[config.mk]
export PLATFORM = sky130hd
export DESIGN_NAME = first_fit_block_allocator
export DESIGN_NICKNAME = d
export VERILOG_FILES = /design/src/design/ffba_pkg.sv /design/src/design/first_fit_block_allocator.sv /design/src/design/ffba_dpath.sv /design/src/design/ffba_ctrl.sv
export SDC_FILE = /design/constraint.sdc
export NUM_CORES = 2
export LEC_CHECK = 0
export ABC_AREA = 1
export BUFFER_PORTS_ARGS = -buffer_cell sky130_fd_sc_hd__buf_2
export CORE_ASPECT_RATIO = 1.75
export CORE_MARGIN = 5
export CORE_UTILIZATION = 40
export CTS_CLUSTER_SIZE = 20
export DETAILED_ROUTE_END_ITERATION = 10
export PLACE_DENSITY_LB_ADDON = 0.05
export SYNTH_ARGS = -nofsm -noshare
export SYNTH_HDL_FRONTEND = slang
export SYNTH_MEMORY_MAX_BITS = 65536
export SYNTH_SLANG_ARGS = --single-unit
[constraint.sdc]
create_clock -name clk_i -period 25 [get_ports clk_i]
set_clock_uncertainty 0.2 [all_clocks]
set_input_delay 7.5 -clock clk_i [delete_from_list [all_inputs] [get_ports clk_i]]
set_output_delay 7.5 -clock clk_i [all_outputs]
set_load 0.005 [all_outputs]
[src/design/ffba_pkg.sv]
// Shared constants, codes and types of the first-fit block allocator.
`timescale 1ns / 1ps

package ffba_pkg;

  localparam int MAX_BLOCKS   = 64;
  localparam int HEADER_BYTES = 24;
  localparam int IDX_W        = $clog2(MAX_BLOCKS);
  localparam int CNT_W        = IDX_W + 1;
  localparam int WORD_W       = 32;
  localparam int CFG_IDX_W    = 1;

  // request kinds
  localparam logic [1:0] KIND_ALLOC  = 2'd0;
  localparam logic [1:0] KIND_FREE   = 2'd1;
  localparam logic [1:0] KIND_RESIZE = 2'd2;

  // result status codes
  localparam logic [1:0] ST_OK      = 2'd0;
  localparam logic [1:0] ST_ZERO    = 2'd1;
  localparam logic [1:0] ST_SPACE   = 2'd2;
  localparam logic [1:0] ST_UNKNOWN = 2'd3;

  // configuration register indexes
  localparam logic [CFG_IDX_W-1:0] CFG_HEAP_BASE  = 1'b0;
  localparam logic [CFG_IDX_W-1:0] CFG_HEAP_LIMIT = 1'b1;

  // table write sources
  localparam logic [1:0] WR_FIT    = 2'd0;
  localparam logic [1:0] WR_OLD    = 2'd1;
  localparam logic [1:0] WR_APPEND = 2'd2;

  // result word sources
  localparam logic [1:0] SRC_NONE  = 2'd0;
  localparam logic [1:0] SRC_ALLOC = 2'd1;
  localparam logic [1:0] SRC_SAME  = 2'd2;
  localparam logic [1:0] SRC_MOVED = 2'd3;

  typedef struct packed {
    logic [WORD_W-1:0] start;
    logic [WORD_W-1:0] bytes;
    logic              is_free;
  } entry_t;

  typedef struct packed {
    logic       in_load;
    logic       scan_start;
    logic       scan_en;
    logic       scan_fit;
    logic       wr_en;
    logic [1:0] wr_sel;
    logic       out_load;
    logic [1:0] out_status;
    logic [1:0] out_src;
  } cmd_t;

  typedef struct packed {
    logic [1:0] kind;
    logic       addr_zero;
    logic       size_zero;
    logic       scan_hit;
    logic       scan_miss;
    logic       old_fits;
    logic       app_fail;
  } sts_t;

endpackage

[src/design/first_fit_block_allocator.sv]
// Top level of the first-fit block allocator: controller plus datapath.
`timescale 1ns / 1ps

// Usage:
//   Request channel (in_valid_i / in_ready_o) carries one word per request:
//   kind_i (allocate, free, resize), request_size_i and payload_address_i.
//   Result channel (out_valid_o / out_ready_i) returns exactly one word per
//   request: status_o, result_address_o, moved_o and copy_bytes_o.
//   Config channel (cfg_valid_i / cfg_ready_o) writes heap_base (index 0)
//   or heap_limit (index 1); write it only while no request is in flight.
// Sequencing: one request at a time. Each table scan walks the block table
//   through the registered memory read port at one entry per cycle, up to
//   the block count; a resize that moves runs two scans.
// Reset: the table is empty, the break follows heap_base, heap_base is 0
//   and heap_limit is all ones. The table memory needs no clearing pass:
//   only entries below the block count are ever read.
// Stall: the result register holds its word while out_ready_i is low; the
//   next request is still taken and worked on, and it waits only for the
//   result register to drain before delivering its own word.

module first_fit_block_allocator (
  input  logic                               clk_i,
  input  logic                               rst_ni,
  input  logic                               cfg_valid_i,
  output logic                               cfg_ready_o,
  input  logic [ffba_pkg::CFG_IDX_W-1:0]     cfg_index_i,
  input  logic [ffba_pkg::WORD_W-1:0]        cfg_data_i,
  input  logic                               in_valid_i,
  output logic                               in_ready_o,
  input  logic [1:0]                         kind_i,
  input  logic [ffba_pkg::WORD_W-1:0]        request_size_i,
  input  logic [ffba_pkg::WORD_W-1:0]        payload_address_i,
  output logic                               out_valid_o,
  input  logic                               out_ready_i,
  output logic [1:0]                         status_o,
  output logic [ffba_pkg::WORD_W-1:0]        result_address_o,
  output logic                               moved_o,
  output logic [ffba_pkg::WORD_W-1:0]        copy_bytes_o
);

  ffba_pkg::cmd_t cmd;
  ffba_pkg::sts_t sts;

  // config writes land directly in the base and limit registers, so always take them
  assign cfg_ready_o = 1'b1;

  ffba_ctrl u_ctrl (
    .clk_i       (clk_i),
    .rst_ni      (rst_ni),
    .in_valid_i  (in_valid_i),
    .in_ready_o  (in_ready_o),
    .out_valid_o (out_valid_o),
    .out_ready_i (out_ready_i),
    .sts_i       (sts),
    .cmd_o       (cmd)
  );

  ffba_dpath u_dpath (
    .clk_i             (clk_i),
    .rst_ni            (rst_ni),
    .cfg_we_i          (cfg_valid_i),
    .cfg_index_i       (cfg_index_i),
    .cfg_data_i        (cfg_data_i),
    .kind_i            (kind_i),
    .request_size_i    (request_size_i),
    .payload_address_i (payload_address_i),
    .cmd_i             (cmd),
    .sts_o             (sts),
    .status_o          (status_o),
    .result_address_o  (result_address_o),
    .moved_o           (moved_o),
    .copy_bytes_o      (copy_bytes_o)
  );

`ifndef SYNTH
  // a failed request never hands back an address or a copy length
  a_fail_clean : assert property (@(posedge clk_i) disable iff (!rst_ni)
    (out_valid_o && (status_o != ffba_pkg::ST_OK)) |->
      ((result_address_o == '0) && !moved_o && (copy_bytes_o == '0)))
    else $error("failed result carries nonzero fields");

  // a move only follows a successful allocation of a new block
  a_moved_ok : assert property (@(posedge clk_i) disable iff (!rst_ni)
    (out_valid_o && moved_o) |-> (status_o == ffba_pkg::ST_OK))
    else $error("moved flag on a failed result");

  // the block is busy in the cycle after it takes a request
  a_busy_after_accept : assert property (@(posedge clk_i) disable iff (!rst_ni)
    (in_valid_i && in_ready_o) |=> !in_ready_o)
    else $error("request taken while the previous one is in flight");

  // a scan cannot both hit and run off the end of the table
  a_scan_exclusive : assert property (@(posedge clk_i) disable iff (!rst_ni)
    sts.scan_hit |-> !sts.scan_miss)
    else $error("scan reports hit and miss together");
`endif

endmodule

[src/design/ffba_dpath.sv]
// Datapath: block table memory, scan pipeline, break and result registers.
`timescale 1ns / 1ps

module ffba_dpath (
  input  logic                               clk_i,
  input  logic                               rst_ni,
  input  logic                               cfg_we_i,
  input  logic [ffba_pkg::CFG_IDX_W-1:0]     cfg_index_i,
  input  logic [ffba_pkg::WORD_W-1:0]        cfg_data_i,
  input  logic [1:0]                         kind_i,
  input  logic [ffba_pkg::WORD_W-1:0]        request_size_i,
  input  logic [ffba_pkg::WORD_W-1:0]        payload_address_i,
  input  ffba_pkg::cmd_t                     cmd_i,
  output ffba_pkg::sts_t                     sts_o,
  output logic [1:0]                         status_o,
  output logic [ffba_pkg::WORD_W-1:0]        result_address_o,
  output logic                               moved_o,
  output logic [ffba_pkg::WORD_W-1:0]        copy_bytes_o
);

  localparam int IW = ffba_pkg::IDX_W;
  localparam int CW = ffba_pkg::CNT_W;
  localparam int W  = ffba_pkg::WORD_W;

  ffba_pkg::entry_t mem [ffba_pkg::MAX_BLOCKS];
  ffba_pkg::entry_t rd_q;

  logic [W-1:0]  base_q, limit_q, break_q;
  logic [CW-1:0] count_q, idx_q;
  logic          pv_q;
  logic [IW-1:0] cidx_q;

  logic [1:0]    kind_q;
  logic [W-1:0]  size_q, addr_q, target_q, alloc_addr_q;
  logic [IW-1:0] old_idx_q, fit_idx_q;
  ffba_pkg::entry_t old_ent_q, fit_ent_q;

  logic [1:0]    status_q;
  logic [W-1:0]  result_q, copy_q;
  logic          moved_q;

  logic          match, hit, miss, rd_en;
  logic [W-1:0]  brk;
  logic [W:0]    next_brk;
  logic          app_fail;
  logic          wr_en;
  logic [IW-1:0] wr_idx;
  ffba_pkg::entry_t wr_data;

  // scan compare: first fit or payload lookup
  always_comb begin
    if (cmd_i.scan_fit) begin
      match = rd_q.is_free && (rd_q.bytes >= size_q);
    end else begin
      match = (rd_q.start == target_q);
    end
    hit   = cmd_i.scan_en && pv_q && match;
    miss  = cmd_i.scan_en && !pv_q && (idx_q >= count_q);
    rd_en = cmd_i.scan_en && (idx_q < count_q) && !hit;
  end

  assign brk      = (count_q == '0) ? base_q : break_q;
  assign next_brk = {1'b0, brk} + (W+1)'(ffba_pkg::HEADER_BYTES) + {1'b0, size_q};
  assign app_fail = (count_q == CW'(ffba_pkg::MAX_BLOCKS)) || (next_brk > {1'b0, limit_q});

  always_comb begin
    wr_en   = cmd_i.wr_en;
    wr_idx  = old_idx_q;
    wr_data = old_ent_q;
    case (cmd_i.wr_sel)
      ffba_pkg::WR_FIT: begin
        wr_idx  = fit_idx_q;
        wr_data = '{start: fit_ent_q.start, bytes: fit_ent_q.bytes, is_free: 1'b0};
      end
      ffba_pkg::WR_OLD: begin
        wr_idx  = old_idx_q;
        wr_data = '{start: old_ent_q.start, bytes: old_ent_q.bytes, is_free: 1'b1};
      end
      ffba_pkg::WR_APPEND: begin
        wr_idx  = count_q[IW-1:0];
        wr_data = '{start: brk, bytes: size_q, is_free: 1'b0};
      end
      default: begin
        wr_en = 1'b0;
      end
    endcase
  end

  always_ff @(posedge clk_i) begin
    if (wr_en) begin
      mem[wr_idx] <= wr_data;
    end
    if (rd_en) begin
      rd_q <= mem[idx_q[IW-1:0]];
    end
  end

  // control state
  always_ff @(posedge clk_i or negedge rst_ni) begin
    if (!rst_ni) begin
      base_q  <= '0;
      limit_q <= '1;
      break_q <= '0;
      count_q <= '0;
      idx_q   <= '0;
      pv_q    <= 1'b0;
    end else begin
      if (cfg_we_i) begin
        case (cfg_index_i)
          ffba_pkg::CFG_HEAP_BASE:  base_q  <= cfg_data_i;
          ffba_pkg::CFG_HEAP_LIMIT: limit_q <= cfg_data_i;
          default: ;
        endcase
      end
      if (cmd_i.scan_start) begin
        idx_q <= '0;
        pv_q  <= 1'b0;
      end else begin
        pv_q <= rd_en;
        if (rd_en) begin
          idx_q <= idx_q + CW'(1);
        end
      end
      if (wr_en && (cmd_i.wr_sel == ffba_pkg::WR_APPEND)) begin
        count_q <= count_q + CW'(1);
        break_q <= next_brk[W-1:0];
      end
    end
  end

  // payload registers
  always_ff @(posedge clk_i) begin
    if (cmd_i.in_load) begin
      kind_q   <= kind_i;
      size_q   <= request_size_i;
      addr_q   <= payload_address_i;
      target_q <= payload_address_i - W'(ffba_pkg::HEADER_BYTES);
    end
    if (rd_en) begin
      cidx_q <= idx_q[IW-1:0];
    end
    if (hit && !cmd_i.scan_fit) begin
      old_idx_q <= cidx_q;
      old_ent_q <= rd_q;
    end
    if (hit && cmd_i.scan_fit) begin
      fit_idx_q    <= cidx_q;
      fit_ent_q    <= rd_q;
      alloc_addr_q <= rd_q.start + W'(ffba_pkg::HEADER_BYTES);
    end
    if (wr_en && (cmd_i.wr_sel == ffba_pkg::WR_APPEND)) begin
      alloc_addr_q <= brk + W'(ffba_pkg::HEADER_BYTES);
    end
    if (cmd_i.out_load) begin
      status_q <= cmd_i.out_status;
      case (cmd_i.out_src)
        ffba_pkg::SRC_ALLOC: begin
          result_q <= alloc_addr_q;
          moved_q  <= 1'b0;
          copy_q   <= '0;
        end
        ffba_pkg::SRC_SAME: begin
          result_q <= addr_q;
          moved_q  <= 1'b0;
          copy_q   <= '0;
        end
        ffba_pkg::SRC_MOVED: begin
          result_q <= alloc_addr_q;
          moved_q  <= 1'b1;
          copy_q   <= old_ent_q.bytes;
        end
        default: begin
          result_q <= '0;
          moved_q  <= 1'b0;
          copy_q   <= '0;
        end
      endcase
    end
  end

  always_comb begin
    sts_o.kind      = kind_q;
    sts_o.addr_zero = (addr_q == '0);
    sts_o.size_zero = (size_q == '0);
    sts_o.scan_hit  = hit;
    sts_o.scan_miss = miss;
    sts_o.old_fits  = (old_ent_q.bytes >= size_q);
    sts_o.app_fail  = app_fail;
  end

  assign status_o         = status_q;
  assign result_address_o = result_q;
  assign moved_o          = moved_q;
  assign copy_bytes_o     = copy_q;

endmodule

[src/design/ffba_ctrl.sv]
// Controller: sequences lookup, first-fit scan, append and table updates.
`timescale 1ns / 1ps

module ffba_ctrl (
  input  logic           clk_i,
  input  logic           rst_ni,
  input  logic           in_valid_i,
  output logic           in_ready_o,
  output logic           out_valid_o,
  input  logic           out_ready_i,
  input  ffba_pkg::sts_t sts_i,
  output ffba_pkg::cmd_t cmd_o
);

  localparam logic [3:0] S_IDLE    = 4'd0;
  localparam logic [3:0] S_DECODE  = 4'd1;
  localparam logic [3:0] S_FIND    = 4'd2;
  localparam logic [3:0] S_FOUND   = 4'd3;
  localparam logic [3:0] S_FREE_WR = 4'd4;
  localparam logic [3:0] S_ALLOC   = 4'd5;
  localparam logic [3:0] S_FIT     = 4'd6;
  localparam logic [3:0] S_FIT_WR  = 4'd7;
  localparam logic [3:0] S_APPEND  = 4'd8;
  localparam logic [3:0] S_POST    = 4'd9;
  localparam logic [3:0] S_FIN     = 4'd10;

  logic [3:0] state_q, state_d;
  logic       out_valid_q, out_valid_d;
  logic [1:0] fin_status_q, fin_status_d;
  logic [1:0] fin_src_q, fin_src_d;

  always_comb begin
    cmd_o            = '0;
    cmd_o.out_status = fin_status_q;
    cmd_o.out_src    = fin_src_q;
    state_d          = state_q;
    fin_status_d     = fin_status_q;
    fin_src_d        = fin_src_q;
    in_ready_o       = 1'b0;
    case (state_q)
      S_IDLE: begin
        in_ready_o = 1'b1;
        if (in_valid_i) begin
          cmd_o.in_load = 1'b1;
          state_d       = S_DECODE;
        end
      end
      S_DECODE: begin
        case (sts_i.kind)
          ffba_pkg::KIND_ALLOC: begin
            state_d = S_ALLOC;
          end
          ffba_pkg::KIND_FREE: begin
            if (sts_i.addr_zero) begin
              fin_status_d = ffba_pkg::ST_OK;
              fin_src_d    = ffba_pkg::SRC_NONE;
              state_d      = S_FIN;
            end else begin
              cmd_o.scan_start = 1'b1;
              state_d          = S_FIND;
            end
          end
          ffba_pkg::KIND_RESIZE: begin
            if (sts_i.addr_zero) begin
              state_d = S_ALLOC;
            end else begin
              cmd_o.scan_start = 1'b1;
              state_d          = S_FIND;
            end
          end
          default: begin
            fin_status_d = ffba_pkg::ST_OK;
            fin_src_d    = ffba_pkg::SRC_NONE;
            state_d      = S_FIN;
          end
        endcase
      end
      S_FIND: begin
        cmd_o.scan_en = 1'b1;
        if (sts_i.scan_hit) begin
          state_d = S_FOUND;
        end else if (sts_i.scan_miss) begin
          fin_status_d = ffba_pkg::ST_UNKNOWN;
          fin_src_d    = ffba_pkg::SRC_NONE;
          state_d      = S_FIN;
        end
      end
      S_FOUND: begin
        if (sts_i.kind == ffba_pkg::KIND_FREE) begin
          state_d = S_FREE_WR;
        end else if (sts_i.old_fits) begin
          fin_status_d = ffba_pkg::ST_OK;
          fin_src_d    = ffba_pkg::SRC_SAME;
          state_d      = S_FIN;
        end else begin
          state_d = S_ALLOC;
        end
      end
      S_FREE_WR: begin
        cmd_o.wr_en  = 1'b1;
        cmd_o.wr_sel = ffba_pkg::WR_OLD;
        fin_status_d = ffba_pkg::ST_OK;
        fin_src_d    = ffba_pkg::SRC_NONE;
        state_d      = S_FIN;
      end
      S_ALLOC: begin
        if (sts_i.size_zero) begin
          fin_status_d = ffba_pkg::ST_ZERO;
          fin_src_d    = ffba_pkg::SRC_NONE;
          state_d      = S_FIN;
        end else begin
          cmd_o.scan_start = 1'b1;
          state_d          = S_FIT;
        end
      end
      S_FIT: begin
        cmd_o.scan_en  = 1'b1;
        cmd_o.scan_fit = 1'b1;
        if (sts_i.scan_hit) begin
          state_d = S_FIT_WR;
        end else if (sts_i.scan_miss) begin
          state_d = S_APPEND;
        end
      end
      S_FIT_WR: begin
        cmd_o.wr_en  = 1'b1;
        cmd_o.wr_sel = ffba_pkg::WR_FIT;
        state_d      = S_POST;
      end
      S_APPEND: begin
        if (sts_i.app_fail) begin
          fin_status_d = ffba_pkg::ST_SPACE;
          fin_src_d    = ffba_pkg::SRC_NONE;
          state_d      = S_FIN;
        end else begin
          cmd_o.wr_en  = 1'b1;
          cmd_o.wr_sel = ffba_pkg::WR_APPEND;
          state_d      = S_POST;
        end
      end
      S_POST: begin
        fin_status_d = ffba_pkg::ST_OK;
        if ((sts_i.kind == ffba_pkg::KIND_RESIZE) && !sts_i.addr_zero) begin
          cmd_o.wr_en  = 1'b1;
          cmd_o.wr_sel = ffba_pkg::WR_OLD;
          fin_src_d    = ffba_pkg::SRC_MOVED;
        end else begin
          fin_src_d = ffba_pkg::SRC_ALLOC;
        end
        state_d = S_FIN;
      end
      S_FIN: begin
        if (!out_valid_q || out_ready_i) begin
          cmd_o.out_load = 1'b1;
          state_d        = S_IDLE;
        end
      end
      default: begin
        state_d = S_IDLE;
      end
    endcase
    out_valid_d = cmd_o.out_load || (out_valid_q && !out_ready_i);
  end

  always_ff @(posedge clk_i or negedge rst_ni) begin
    if (!rst_ni) begin
      state_q      <= S_IDLE;
      out_valid_q  <= 1'b0;
      fin_status_q <= ffba_pkg::ST_OK;
      fin_src_q    <= ffba_pkg::SRC_NONE;
    end else begin
      state_q      <= state_d;
      out_valid_q  <= out_valid_d;
      fin_status_q <= fin_status_d;
      fin_src_q    <= fin_src_d;
    end
  end

  assign out_valid_o = out_valid_q;

endmodule

==> summary.md <==
| Metric | Value |
|---|---|
| Outcome | complete, no violations |
| First-pass GRT wire length | 971,800 µm |
| Worst slack at placement | 12.06 ns |
| Max Fclk | 78.28 MHz |
| Initial Utilization | 0.4005 |
| ANT nets after route | 0 |
| Die Span Y | 916.3 µm |
| Power Dens Cells | 118.1 nW/µm² |
| Num CTS Buffers | 443 |
| Worst path arrival time | 13.22 ns |
| Fraction of layout cells with a size suffix above 1 | 0.09263 |
| Total grt overflow | 0 |
| Routed WL per cell | 33.15 µm |
| TNS Setup | 0 ns |
| Worst r2r src | u_dpath.count_q[1] |
| Most frequent cells in the layout | edfxtp_1, nor2_1, o21ai_0 |
| TritonCTS clock tree | built |
| CTS clock-pin slew for the worst setup and hold paths | 0.06 ns |
| Hold Crit Depth | 0 |
| Cell count after synthesis | 14,605 |
| DRT Pass-1 Iters | 6 |
| Yosys top cell area share | 0.7302 |
| Die W | 527.9 µm |
| Pin count of the biggest net entering global routing | 193 |
| Worst setup EP type | flip-flop |
| Non-filler cells, final | 21,210 |
| RSZ-0062 raised after global routing | false |
| # setup viols final | 0 |
| Full die area | 483,700 µm² |
| Hold slack final | 0.2478 ns |
| CP Class | reg -> reg |
| Vias in the first global route | 123,716 |
| Final hold vios | 0 |
| Peak VDD IR | 69.10 µV |
| Clk sinks | 4,685 |
| Pleak | 69.11 nW |
| Hold Crit Class | reg -> reg |
| Worst Setup SP | u_dpath.count_q[1] |
| Hold Path Sink | u_dpath.old_idx_q[3] |
| Gpl congestion | 0.8841 |
| GRT Util Overall | 0.2815 |
| Top Ports | 174 |
| Max-cap violations | 0 |
| Port Buffers | 172 |
| Final critical path time including I/O delays and setup | 12.78 ns |
| Post-CTS setup buffer count | 0 |
| Post-synth top flop | edfxtp_1 |
| Yosys reg bits | 4,685 |
| Initial DRC Count | 13,695 |
| Row count | 333 |
| Asr flop ratio synth | 0.02561 |
| Initial antenna violation count | 60 |
| DP Cell Count | 20,365 |
| Reg-to-reg slack, setup | 12.22 ns |
| Drt drc | 0 |
| Post-CTS Hold Buffers | 0 |
| Clock Latency Late Sink | 1.05 ns |
| Critical Path Fanout Max | 33 |
| Relative slew margins | 0.06246 |
| Final WS setup | 12.22 ns |
| Mapped Nets | 14,884 |
| Worst reg2reg path endpoint | u_dpath.mem[5][37] |
| Most common cell after layout, fill and taps aside | edfxtp_1 |
| Sequential share of the synthesized area | 0.7464 |
| Core Footprint | 468,700 µm² |
| Final WL | 703,100 µm |
| Final Core Density | 0.4509 |
| Synth area leader | edfxtp_1 |
| Tcrit/Tclk final | 0.5110 |
| EDFF count, synth | 4,565 |
| Distinct cells, synth | 64 |
| H-tree depth | 5 |
| Slew @ Worst Pin | 1.402 ns |
| Via count | 125,730 |
| Critical path required time | 25.45 ns |
| Top cells by area, synth | edfxtp_1, o21ai_0, nor2_1 |
| Cell mode on critical path | nand2_1 |
| # resized after CTS | 0 |
| Area grow syn2layout | 12.58% |
| Worst Reg-to-Reg Cells | 43 |
| # nets final | 14,892 |
| Slowest CP cell | nor2_4 |
| DP HPWL | 415,800 µm |
| Clock Root Buffer | clkbuf_16 |
| Hold Startpoint | u_dpath.cidx_q[3] |
| CP startpoint kind | flip-flop |
| Clock Path Buffers | 4 |
| Vias per cell | 5.928 |
| Fin. max-slew vios | 0 |
| CP max stage delay | 0.99 ns |
| Syn Area/Cell | 12.85 µm² |
| Post-Syn Area | 187,700 µm² |
| Syn. warnings | 0 |
[report_power, final]
part | internal (mW) | switching (mW)
registers | 10.2 | 0.193
logic | 1.70 | 6.13
clock network | 3.76 | 3.03
[worst max-delay path: cells and delay by family, from the launching register on]
| family | cells | cell delay (ns) |
|---|---|---|
| XOR/XNOR | 1 | 0.24 |
| AND/OR/NAND/NOR | 18 | 4.35 |
| adder cells (fa/ha/maj) | 5 | 1.39 |
| buffers and inverters | 7 | 1.96 |
| multiplexers | 1 | 0.34 |
| AO/OA/AOI/OAI | 11 | 3.37 |
| flip-flops | 1 | 0.38 |
[Yosys cell counts (10+ instances only)]
library cell,number
a21oi_1,85
buf_1,40
buf_2,10
clkbuf_1,921
dfrtp_1,88
dfstp_2,32
edfxtp_1,4565
ha_1,174
inv_1,336
nand2_1,678
nand3_1,100
nand3b_1,10
nand4_1,40
nor2_1,3066
nor3_1,24
nor4_1,23
o211ai_1,14
o21ai_0,2776
o221ai_1,34
o22ai_1,1276
o32ai_1,94
xnor2_1,40
xor2_1,59
[kinds of logic (layout without fill, tap and decap cells)]
kind of cell | count (synthesis) | count (layout) | share of synthesized area
AND/OR/NAND/NOR | 3982 | 3982 | 0.08254
buffers and inverters | 1322 | 1702 | 0.02662
other | 1 | 29 | 0.00001998
XOR/XNOR | 99 | 99 | 0.004619
adder cells (fa/ha/maj) | 175 | 175 | 0.01170
multiplexers | 5 | 5 | 0.0002999
flip-flops | 4685 | 4685 | 0.7464
AO/OA/AOI/OAI | 4336 | 4336 | 0.1278
[registers in the layout, summed over array words and instances, names as in the netlist, 6 cells and up]
name,count
u_dpath.addr_q,29
u_dpath.alloc_addr_q,32
u_dpath.base_q,32
u_dpath.break_q,32
u_dpath.cidx_q,6
u_dpath.copy_bytes_o,32
u_dpath.count_q,7
u_dpath.fit_ent_q,64
u_dpath.fit_idx_q,6
u_dpath.idx_q,7
u_dpath.limit_q,32
u_dpath.mem,4160
u_dpath.old_ent_q,64
u_dpath.old_idx_q,6
u_dpath.rd_q,65
u_dpath.result_address_o,32
u_dpath.size_q,32
u_dpath.target_q,32
[how the worst max path moves through the flow]
| stage | end | slack [ns] | cells after the start |
|---|---|---|---|
| floorplan | u_dpath.old_ent_q[10] | 12.03 | 5 |
| global placement | u_dpath.mem[6][37] | 11.79 | 43 |
| detailed placement | u_dpath.mem[5][59] | 12.06 | 43 |
| CTS | u_dpath.mem[5][37] | 12.04 | 43 |
| global route | u_dpath.mem[5][37] | 11.66 | 43 |
| finish | u_dpath.mem[5][37] | 12.22 | 43 |
[final cells by class]
| class | instances | area, µm² |
|---|---|---|
| Timing Repair Buffer | 539 | 3831 |
| Clock inverter | 276 | 2566 |
| Multi-Input combinational cell | 8598 | 44010 |
| Fill cell | 42380 | 257400 |
| Clock buffer | 541 | 11620 |
| Tap cell | 6197 | 7754 |
| Sequential cell | 4685 | 140100 |
| Inverter | 346 | 1350 |
| Antenna cell | 28 | 70.07 |
[routing by layer]
layer,GRT usage,vias to the layer above,part of all wire
met5,0,-,0.00012
met4,0.1274,12,0.052
met3,0.03260,1146,0.057
met2,0.4942,4837,0.50
met1,0.3497,65589,0.39
li1,-,54146,-
[through the flow]
stage	power, mW	cell area (µm²)
after floorplan	14.72	187700
after global placement	18.35	197100
after detailed placement	18.37	197100
after CTS	25.14	211300
after global routing	25.97	211300
final	24.97	211300
(Power assumes the default switching activity.)
